===== config.mk =====
export PLATFORM = sky130hd
export DESIGN_NAME = pixel_blend_modes_top
export DESIGN_NICKNAME = d
export VERILOG_FILES = /design/src/rtl/pbm_pkg.sv /design/src/rtl/pbm_cfg.sv /design/src/rtl/pbm_chan.sv /design/src/rtl/pixel_blend_modes_top.sv
export SDC_FILE = /design/constraint.sdc
export NUM_CORES = 2
export LEC_CHECK = 0
export BUFFER_PORTS_ARGS = -buffer_cell sky130_fd_sc_hd__buf_2
export CORE_ASPECT_RATIO = 0.75
export CORE_MARGIN = 3
export CORE_UTILIZATION = 68
export CTS_CLUSTER_SIZE = 16
export DETAILED_ROUTE_END_ITERATION = 8
export PLACE_DENSITY = 0.86
export SLEW_MARGIN = 40
export SYNTH_ARGS = -nofsm -noshare
export SYNTH_HDL_FRONTEND = slang
export SYNTH_SLANG_ARGS = --single-unit

===== constraint.sdc =====
create_clock -name clk -period 13.32 [get_ports clk]
set_clock_uncertainty 0.2 [all_clocks]
set_input_delay 2.664 -clock clk [delete_from_list [all_inputs] [get_ports clk]]
set_output_delay 2.664 -clock clk [all_outputs]
set_load 0.03 [all_outputs]

===== src/rtl/pbm_pkg.sv =====
`timescale 1ns / 1ps

package pbm_pkg;

  typedef enum logic [2:0] {
    MODE_NORMAL     = 3'd0,
    MODE_MULTIPLY   = 3'd1,
    MODE_SCREEN     = 3'd2,
    MODE_OVERLAY    = 3'd3,
    MODE_DIFFERENCE = 3'd4
  } mode_t;

  typedef struct packed {
    logic [2:0] mode;
    logic [8:0] opacity;
  } cfg_t;

  localparam int ADDR_W       = 3;
  localparam int DATA_W       = 32;
  localparam int NUM_STAGES   = 5;

  localparam logic [0:0]  REG_MODE     = 1'b0;
  localparam logic [0:0]  REG_OPACITY  = 1'b1;

  localparam logic [2:0]  MODE_RESET    = 3'd0;
  localparam logic [8:0]  OPACITY_RESET = 9'd256;

  localparam logic [15:0] V_MAX      = 16'd65025;
  localparam logic [7:0]  CH_MAX     = 8'd255;
  localparam logic [18:0] SAT_LIMIT  = 19'd65280;
  localparam logic signed [27:0] HALF_SCALE = 28'sd32640;

endpackage


===== src/rtl/pbm_cfg.sv =====
`timescale 1ns / 1ps

module pbm_cfg
  import pbm_pkg::*;
(
  input  logic              clk,
  input  logic              rst_n,
  input  logic              psel,
  input  logic              penable,
  input  logic              pwrite,
  input  logic [ADDR_W-1:0] paddr,
  input  logic [DATA_W-1:0] pwdata,
  output logic [DATA_W-1:0] prdata,
  output logic              pready,
  output cfg_t              cfg
);

  logic [2:0] mode_r;
  logic [8:0] opacity_r;
  logic       wr_en;

  assign pready = 1'b1;
  assign wr_en  = psel && penable && pwrite;

  always_ff @(posedge clk) begin
    if (!rst_n) begin
      mode_r    <= MODE_RESET;
      opacity_r <= OPACITY_RESET;
    end else if (wr_en) begin
      if (paddr[2] == REG_MODE) begin
        mode_r <= pwdata[2:0];
      end else begin
        opacity_r <= pwdata[8:0];
      end
    end
  end

  always_comb begin
    if (paddr[2] == REG_OPACITY) begin
      prdata = {{(DATA_W-9){1'b0}}, opacity_r};
    end else begin
      prdata = {{(DATA_W-3){1'b0}}, mode_r};
    end
  end

  assign cfg.mode    = mode_r;
  assign cfg.opacity = opacity_r;

`ifndef SYNTHESIS
  a_opacity_write: assert property (@(posedge clk) disable iff (!rst_n)
    (wr_en && paddr[2] == REG_OPACITY) |=> (opacity_r == $past(pwdata[8:0])))
    else $error("opacity register not updated by write");
`endif

endmodule


===== src/rtl/pbm_chan.sv =====
`timescale 1ns / 1ps

module pbm_chan
  import pbm_pkg::*;
(
  input  logic                  clk,
  input  logic                  rst_n,
  input  logic [NUM_STAGES-1:0] en,
  input  cfg_t                  cfg,
  input  logic [7:0]            a,
  input  logic [7:0]            b,
  output logic [7:0]            y
);

  // stage 1: blend value times 255
  logic [7:0]  ia, ib, absd, mx, my;
  logic [15:0] prod, prod2, v_nxt;
  logic [15:0] v1_r;
  logic [7:0]  a1_r;

  always_comb begin
    ia    = CH_MAX - a;
    ib    = CH_MAX - b;
    absd  = (a > b) ? (a - b) : (b - a);
    case (cfg.mode)
      MODE_MULTIPLY: begin
        mx = a;
        my = b;
      end
      MODE_SCREEN: begin
        mx = ia;
        my = ib;
      end
      MODE_OVERLAY: begin
        mx = a[7] ? ia : a;
        my = a[7] ? ib : b;
      end
      MODE_DIFFERENCE: begin
        mx = absd;
        my = CH_MAX;
      end
      default: begin
        mx = b;
        my = CH_MAX;
      end
    endcase
    prod  = mx * my;
    prod2 = {prod[14:0], 1'b0};
    case (cfg.mode)
      MODE_SCREEN:  v_nxt = V_MAX - prod;
      MODE_OVERLAY: v_nxt = a[7] ? (V_MAX - prod2) : prod2;
      default:      v_nxt = prod;
    endcase
  end

  // stage 2: difference from base
  logic [15:0]        a255;
  logic signed [17:0] d_nxt, d2_r;
  logic [7:0]         a2_r;

  assign a255  = {a1_r, 8'd0} - {8'd0, a1_r};
  assign d_nxt = $signed({2'b00, v1_r}) - $signed({2'b00, a255});

  // stage 3: opacity weight
  logic signed [9:0]  op_s;
  logic signed [27:0] p_nxt, p3_r;
  logic [7:0]         a3_r;

  assign op_s  = $signed({1'b0, cfg.opacity});
  assign p_nxt = d2_r * op_s;

  // stage 4: add base and rounding offset
  logic [27:0]        a_scaled;
  logic signed [27:0] u_nxt, u4_r;

  assign a_scaled = {4'd0, a3_r, 16'd0} - {12'd0, a3_r, 8'd0};
  assign u_nxt    = p3_r + $signed(a_scaled) + HALF_SCALE;

  // stage 5: divide by 65280 and saturate
  logic [18:0] xq;
  logic [15:0] qsum;
  logic [7:0]  y_nxt, y_r;

  always_comb begin
    xq   = u4_r[26:8];
    qsum = xq[15:0] + 16'd1 + {8'd0, xq[15:8]};
    if (u4_r[27]) begin
      y_nxt = 8'd0;
    end else if (xq >= SAT_LIMIT) begin
      y_nxt = CH_MAX;
    end else begin
      y_nxt = qsum[15:8];
    end
  end

  always_ff @(posedge clk) begin
    if (en[0]) begin
      v1_r <= v_nxt;
      a1_r <= a;
    end
    if (en[1]) begin
      d2_r <= d_nxt;
      a2_r <= a1_r;
    end
    if (en[2]) begin
      p3_r <= p_nxt;
      a3_r <= a2_r;
    end
    if (en[3]) begin
      u4_r <= u_nxt;
    end
    if (en[4]) begin
      y_r <= y_nxt;
    end
  end

  assign y = y_r;

`ifndef SYNTHESIS
  a_neg_mix_zero: assert property (@(posedge clk) disable iff (!rst_n)
    (en[4] && u4_r[27]) |=> (y_r == 8'd0))
    else $error("negative mix did not give zero");
  a_sat_high: assert property (@(posedge clk) disable iff (!rst_n)
    (en[4] && !u4_r[27] && u4_r[26:8] >= SAT_LIMIT) |=> (y_r == CH_MAX))
    else $error("large mix did not saturate");
`endif

endmodule


===== src/rtl/pixel_blend_modes_top.sv =====
`timescale 1ns / 1ps

// channel   direction  handshake               word
// in_       in         start / busy            pixel pair a, b (bgr)
// out_      out        out_valid strobe        blended pixel (bgr)
// cfg       in         apb psel/penable/pready blend_mode @0, blend_opacity @4
//
// one word accepted every cycle, result strobed on out_valid at the pipeline end
// each word passes the five-stage channel datapath (blend, diff, weight, add, divide)
// busy is always low, the pipeline never stalls since the receiver cannot
// synchronous active-low reset clears the valid chain and config registers

module pixel_blend_modes_top
  import pbm_pkg::*;
(
  input  logic              clk,
  input  logic              rst_n,
  input  logic              start,
  output logic              busy,
  input  logic [7:0]        in_a_blue,
  input  logic [7:0]        in_a_green,
  input  logic [7:0]        in_a_red,
  input  logic [7:0]        in_b_blue,
  input  logic [7:0]        in_b_green,
  input  logic [7:0]        in_b_red,
  output logic              out_valid,
  output logic [7:0]        out_blue,
  output logic [7:0]        out_green,
  output logic [7:0]        out_red,
  input  logic              psel,
  input  logic              penable,
  input  logic              pwrite,
  input  logic [ADDR_W-1:0] paddr,
  input  logic [DATA_W-1:0] pwdata,
  output logic [DATA_W-1:0] prdata,
  output logic              pready
);

  cfg_t                  cfg;
  logic                  accept;
  logic [NUM_STAGES-1:0] vld_r;
  logic [NUM_STAGES-1:0] vld_nxt;
  logic [NUM_STAGES-1:0] en;

  assign busy    = 1'b0;
  assign accept  = start && !busy;
  assign vld_nxt = {vld_r[NUM_STAGES-2:0], accept};
  assign en      = vld_nxt;

  always_ff @(posedge clk) begin
    if (!rst_n) begin
      vld_r <= '0;
    end else begin
      vld_r <= vld_nxt;
    end
  end

  assign out_valid = vld_r[NUM_STAGES-1];

  pbm_cfg u_cfg (
    .clk     (clk),
    .rst_n   (rst_n),
    .psel    (psel),
    .penable (penable),
    .pwrite  (pwrite),
    .paddr   (paddr),
    .pwdata  (pwdata),
    .prdata  (prdata),
    .pready  (pready),
    .cfg     (cfg)
  );

  pbm_chan u_blue (
    .clk   (clk),
    .rst_n (rst_n),
    .en    (en),
    .cfg   (cfg),
    .a     (in_a_blue),
    .b     (in_b_blue),
    .y     (out_blue)
  );

  pbm_chan u_green (
    .clk   (clk),
    .rst_n (rst_n),
    .en    (en),
    .cfg   (cfg),
    .a     (in_a_green),
    .b     (in_b_green),
    .y     (out_green)
  );

  pbm_chan u_red (
    .clk   (clk),
    .rst_n (rst_n),
    .en    (en),
    .cfg   (cfg),
    .a     (in_a_red),
    .b     (in_b_red),
    .y     (out_red)
  );

`ifndef SYNTHESIS
  a_out_from_accept: assert property (@(posedge clk) disable iff (!rst_n)
    out_valid |-> $past(accept, NUM_STAGES))
    else $error("result strobe without accepted word");
  a_valid_count: assert property (@(posedge clk) disable iff (!rst_n)
    (vld_r[0] && vld_r[1]) |=> (vld_r[1] && vld_r[2]))
    else $error("valid chain lost a word");
`endif

endmodule


After elaboration in Yosys (flattened, before gate mapping). Cells that the tools add are included.

Multiplexer cells: 25. Bitwise logic cells: 1. Multiply operators: 6. Magnitude comparators: 6. $add $sub $neg: 39. Reduce and logical (&&, ||, !) cells: 4. Equal/unequal tests: 4.

Operator list (count): 8-bit 2-to-1 mux (12); 16-bit one-hot mux with 2 select lines (3); 8-bit one-hot mux with 4 select lines (3); 16-bit subtractor (first input constant) (6); 28-bit by 16-bit adder with 28-bit output (second input constant) (3); 28-bit adder (3); 17-bit by 10-bit multiplier with 27-bit output (3); 24-bit by 16-bit subtractor with 25-bit output (3); 8-bit one-hot mux with 3 select lines (3); 19-bit by 16-bit >= comparator with 1-bit output (second input constant) (3); 16-bit by 16-bit subtractor with 17-bit output (3); 16-bit by 1-bit adder with 16-bit output (second input constant) (3); 16-bit by 8-bit adder with 16-bit output (3); 8-bit by 8-bit multiplier with 16-bit output (3); 16-bit 2-to-1 mux (3); 16-bit by 8-bit subtractor with 16-bit output (3); 8-bit subtractor (6); 8-bit subtractor (first input constant) (6); 8-bit greater-than comparator (3); 9-bit 2-to-1 mux (1); 3-bit by 2-bit == test with 1-bit output (second input constant) (2); 2-bit AND reduction (2); 3-bit by 1-bit == test with 1-bit output (second input constant) (1); 3-bit == test (second input constant) (1); 2 further kinds (3).

Output and inout port bits: 59. Input port bits: 89. Logic and storage cells: 112. Flip-flop bits (word level): 380.

Logic depth before layout (Yosys ltp).
Word-level depth: 7. Depth in mapped cells: 33. Gate-level depth less buffers: 31.

By module. From an unflattened synthesis, not the netlist that was laid out.

Cell total of the unflattened synthesis: 4883. Area, all modules: 45969.1 um2.

By module, submodules not included: pbm_chan at u_green (area each 15123.3 um2, instances 1, seq. area each 3153.0 um2, cells each 1619); pbm_chan at u_blue (area each 15108.2 um2, instances 1, seq. area each 3153.0 um2, cells each 1609); pbm_chan at u_red (area each 14824.2 um2, instances 1, seq. area each 3153.0 um2, cells each 1557); pbm_cfg (area each 770.7 um2, instances 1, seq. area each 240.2 um2, cells each 86); pixel_blend_modes_top (area each 142.6 um2, instances 1, seq. area each 100.1 um2, cells each 12).

Worst setup path before layout. No wires, ideal clock.

Path kind: input -> register. From: in in_a_blue[0]. To: reg u_blue.v1_r[15] (data pin). Required time: 12.849 ns. Slack: 3.465 ns. Buffers on the path: 1. Arrival time: 9.384 ns. Library setup time: 0.271 ns. Stages on the path: 30. Cell sequence: inv_1 ha_1 inv_1 fa_1 a21o_1 a21oi_1 o22ai_1 o22a_1 buf_6 a211o_1 a31o_1 a221oi_2 mux2i_1 o21ai_1 fa_1 fa_1 fa_1 inv_1 fa_1 inv_1 ha_1 inv_1 nor2_1 a21o_1 a21oi_1 xnor2_1 nand3_2 nor4b_2 mux2i_1 o211ai_1.

Word-level cells in the longest chain between the ends: 7. Elaborated cells between the ends (all ways): 12. Those cells by class: add/sub: 5; mul: 1; order compare: 1; mux: 5.

Ends and longest elaborated chain: start, declared (line pixel_blend_modes_top.sv:20) `input logic [7:0] in_a_blue,`; 8-bit subtractor, or another cell as far along (line pbm_chan.sv:24) `absd = (a > b) ? (a - b) : (b - a);`; 8-bit 2-to-1 mux, on equally long branches (line pbm_chan.sv:24, pbm_chan.sv:35); 8-bit one-hot mux with 4 select lines * (line pbm_chan.sv:25) `case (cfg.mode)`; 8-bit by 8-bit multiplier with 16-bit output * (line pbm_chan.sv:47) `prod = mx * my;`; 16-bit subtractor (line pbm_chan.sv:51) `MODE_OVERLAY: v_nxt = a[7] ? (V_MAX - prod2) : prod2;`; 16-bit 2-to-1 mux (line pbm_chan.sv:51); 16-bit one-hot mux with 2 select lines * (line pbm_chan.sv:49) `case (cfg.mode)`; net u_blue.v_nxt[15] (line pbm_chan.sv:17) `logic [15:0] prod, prod2, v_nxt;`; end signal, assigned (line pbm_chan.sv:98) `v1_r <= v_nxt;`; end, declared (line pbm_chan.sv:18) `logic [15:0] v1_r;`.

The timed path passes the listed nets; every way through them passes the cells marked *. A chain may end at the register's enable or synchronous reset.

Worst setup path after layout. Ends and elaborated chain as after synthesis.

==> results.md <==
- Seq cells post-synth: 332
- Core ar.: 0.0660 mm²
- CP startpoint: in_a_blue[0]
- Post-synthesis sequential area ratio: 0.213
- Starting Density: 0.696
- Setup Buffers After CTS: 0
- Final Setup Violations: 0
- Worst r2r path cells: 24
- Final Instance Area: 0.0485 mm²
- Met1 usage: 0.410
- Slew headroom: 0.449
- Clock buffer depth: 3
- Initial antenna violation count: 2
- Max VDD drop: 309 µV
- Detailed placer's ending HPWL: 81400 µm
- I/O pin cnt: 148
- First-pass GRT wire length: 177000 µm
- Endpoints failing hold: 0
- Drc violations: 0
- Max frequency: 94.8 MHz
- R2r setup slk: 5420 ps
- Post-DR vias/cell: 5.98
- Most frequent cells after synthesis: 819 x inv_1, 519 x ha_1, 504 x fa_1, 368 x nor2_1, 336 x nand2_1
- Syn Std Cell Area: 0.0459 mm²
- CP max stage cell: mux2i_1
- GRT Resource Usage Total: 0.304
- Avg WL per Cell: 18.1 µm
- Ys async rst share: 0
- Critical Path End: u_blue.v1_r[15]
- Die H: 231 µm
- Most common cell in the netlist: inv_1
- HP Class: reg -> reg
- Synth-to-Final Area Change: 5.69%
- Crit path kind: in -> reg
- Final GP Congestion: 0.902
- Critical path capture point type: flop
- Slew Limit Fails: 0
- Clk root buf: clkbuf_16
- WP data arrival: 10630 ps
- Reg2Reg Launch Point: u_cfg.mode_r[0]
- Status: finished, final reports clean
- Max cap viols: 0
- Number of H-tree levels: 2
- Pleak: 22.9 nW
- Post-synth top flop: edfxtp_1
- Final WS setup: 2770 ps
- Post-synth EDFFs: 315
- Tmin final: 10550 ps
- Global routing usage on met2: 0.506
- Req. time, crit path: 13400 ps
- PwrDens: 213 mW/mm²
- Antenna viol nets, final: 0
- Largest net degree at the start of global routing: 74
- TritonRoute pass-1 iters: 6
- Crit path launch type: input port
- Placement Setup Slack: 2360 ps
- Post-Syn Instances: 4915
- Worst-Skew Late Latency: 570 ps
- Die Area: 0.0707 mm²
- Placed Instance Area: 0.0472 mm²
- Yosys warnings: 0
- Worst Tran Pin Value: 826 ps
- RSZ-0062 raised after global routing: no
- Post-route setup TNS: 0 ps
- DR vias: 35.1k
- CTS tree: done
- Hold bufs inserted after CTS: 0
- Top Usage Layer GRT: met2
- Fin nets: 6082
- # rows: 81
- Post-Route WL: 106000 µm
- Vias in the first global route: 35.6k
- Cts repair resizes: 0
- Share of layout cells above drive strength 1: 0.0626
- Die Span X: 306 µm
- # port buffers: 97
- Syn Area/Cell: 9.34 µm²
- Largest area contributor in the netlist: fa_1
- Grt ovf: 0
- Worst-path clk slew: 60 ps
- Max FO, Critical Path: 11
- Fin crit share: 0.792
- Yosys top cell area share: 0.220
- First DRT Iteration DRCs: 3053
- Distinct cells, synth: 113
- CTS Sinks: 332
- Synth area leaders: fa_1 22%, edfxtp_1 21%, ha_1 14%
- Max incr delay on CP: 610 ps
- RR Endpoint: u_red.v1_r[14]
- Met3 usage: 0.0555
- Clock buffer count from CTS: 39
## layout by cell type, fill, tap and decap left out, types with 43 or more instances in the layout
cell type	count
inv_1	819
ha_1	519
fa_1	504
nor2_1	368
nand2_1	336
and2_1	322
edfxtp_1	315
a21oi_1	240
xnor2_1	191
o21ai_0	117
buf_2	97
xor2_1	82
nand3_1	71
nor3_1	70
o21a_1	63
a21o_1	57
or2_2	46
nor2b_1	43
## final cells by class
type / instances / area [µm²]
clock inverters: 26 / 244
clock buffers: 46 / 1040
diodes: 2 / 5.00
repair buffers: 122 / 702
flip-flops and latches: 332 / 9810
multi-input cells: 3653 / 32500
well taps: 871 / 1090
inverters: 822 / 3090
fillers: 4606 / 17500
## metal layers
| metal | share of wire | vias up |
|---|---|---|
| met5 | 0 | - |
| met4 | 0.025 | 0 |
| met3 | 0.092 | 221 |
| met2 | 0.47 | 1490 |
| met1 | 0.42 | 17000 |
| li1 | - | 16400 |
## flip-flops by register name, indices dropped and copies added, names as in the netlist, 9 cells and up
register and cells:
u_blue.u4_r 20, u_blue.v1_r 16, u_red.d2_r 17, u_green.p3_r 20, u_cfg.opacity_r 9, u_blue.p3_r 20, u_red.u4_r 20, u_green.v1_r 16
u_green.u4_r 20, u_red.v1_r 16, u_blue.d2_r 17, u_red.p3_r 20, u_green.d2_r 17
## how the worst min path moves through the flow
stage / startpoint / end / slack (ps) / cells after the start
after floorplan: u_blue.a2_r[0] / u_blue.a3_r[0] / 200 / 0
after global placement: u_green.a2_r[3] / u_green.a3_r[3] / 200 / 0
after detailed placement: u_blue.a2_r[7] / u_blue.a3_r[7] / 210 / 0
after CTS: u_blue.a2_r[1] / u_blue.a3_r[1] / 220 / 0
after global routing: u_blue.a2_r[5] / u_blue.a3_r[5] / 240 / 0
final: u_blue.a2_r[1] / u_blue.a3_r[1] / 220 / 0
## stage by stage
stage	hold WS (ps)	instances	util	total power, mW
final	223	5874	0.736	10.3
after global routing	235	5874	0.736	11.2
after CTS	224	5872	0.735	10.2
after detailed placement	212	5800	0.716	9.05
after global placement	203	5798	0.715	8.76
after floorplan	200	4947	-	7.64
## cells by family after synthesis
logic type               count (synthesis)  share of synthesized area
multiplexers                            45                     0.0101
buffers and inverters                  962                     0.0812
AO/OA/AOI/OAI                          852                      0.126
flip-flops                             332                      0.213
other                                    2                   0.000164
XOR/XNOR                               277                     0.0537
adder cells (fa/ha/maj)               1023                      0.361
AND/OR/NAND/NOR                       1422                      0.154
## critical path: cells and delay by family
kind / cells / cell delay [ps]
fa+ha+maj: 7 / 2960
simple gates: 3 / 750
compound gates: 11 / 2470
mux: 2 / 830
buf+inv: 6 / 480
xor+xnor: 1 / 510
## power breakdown
group          internal, mW  switching, mW
logic                  3.09           4.35
clock network         0.625          0.457
registers              1.57          0.246
total                  5.29           5.05
Power figures use the tool's default switching activity.
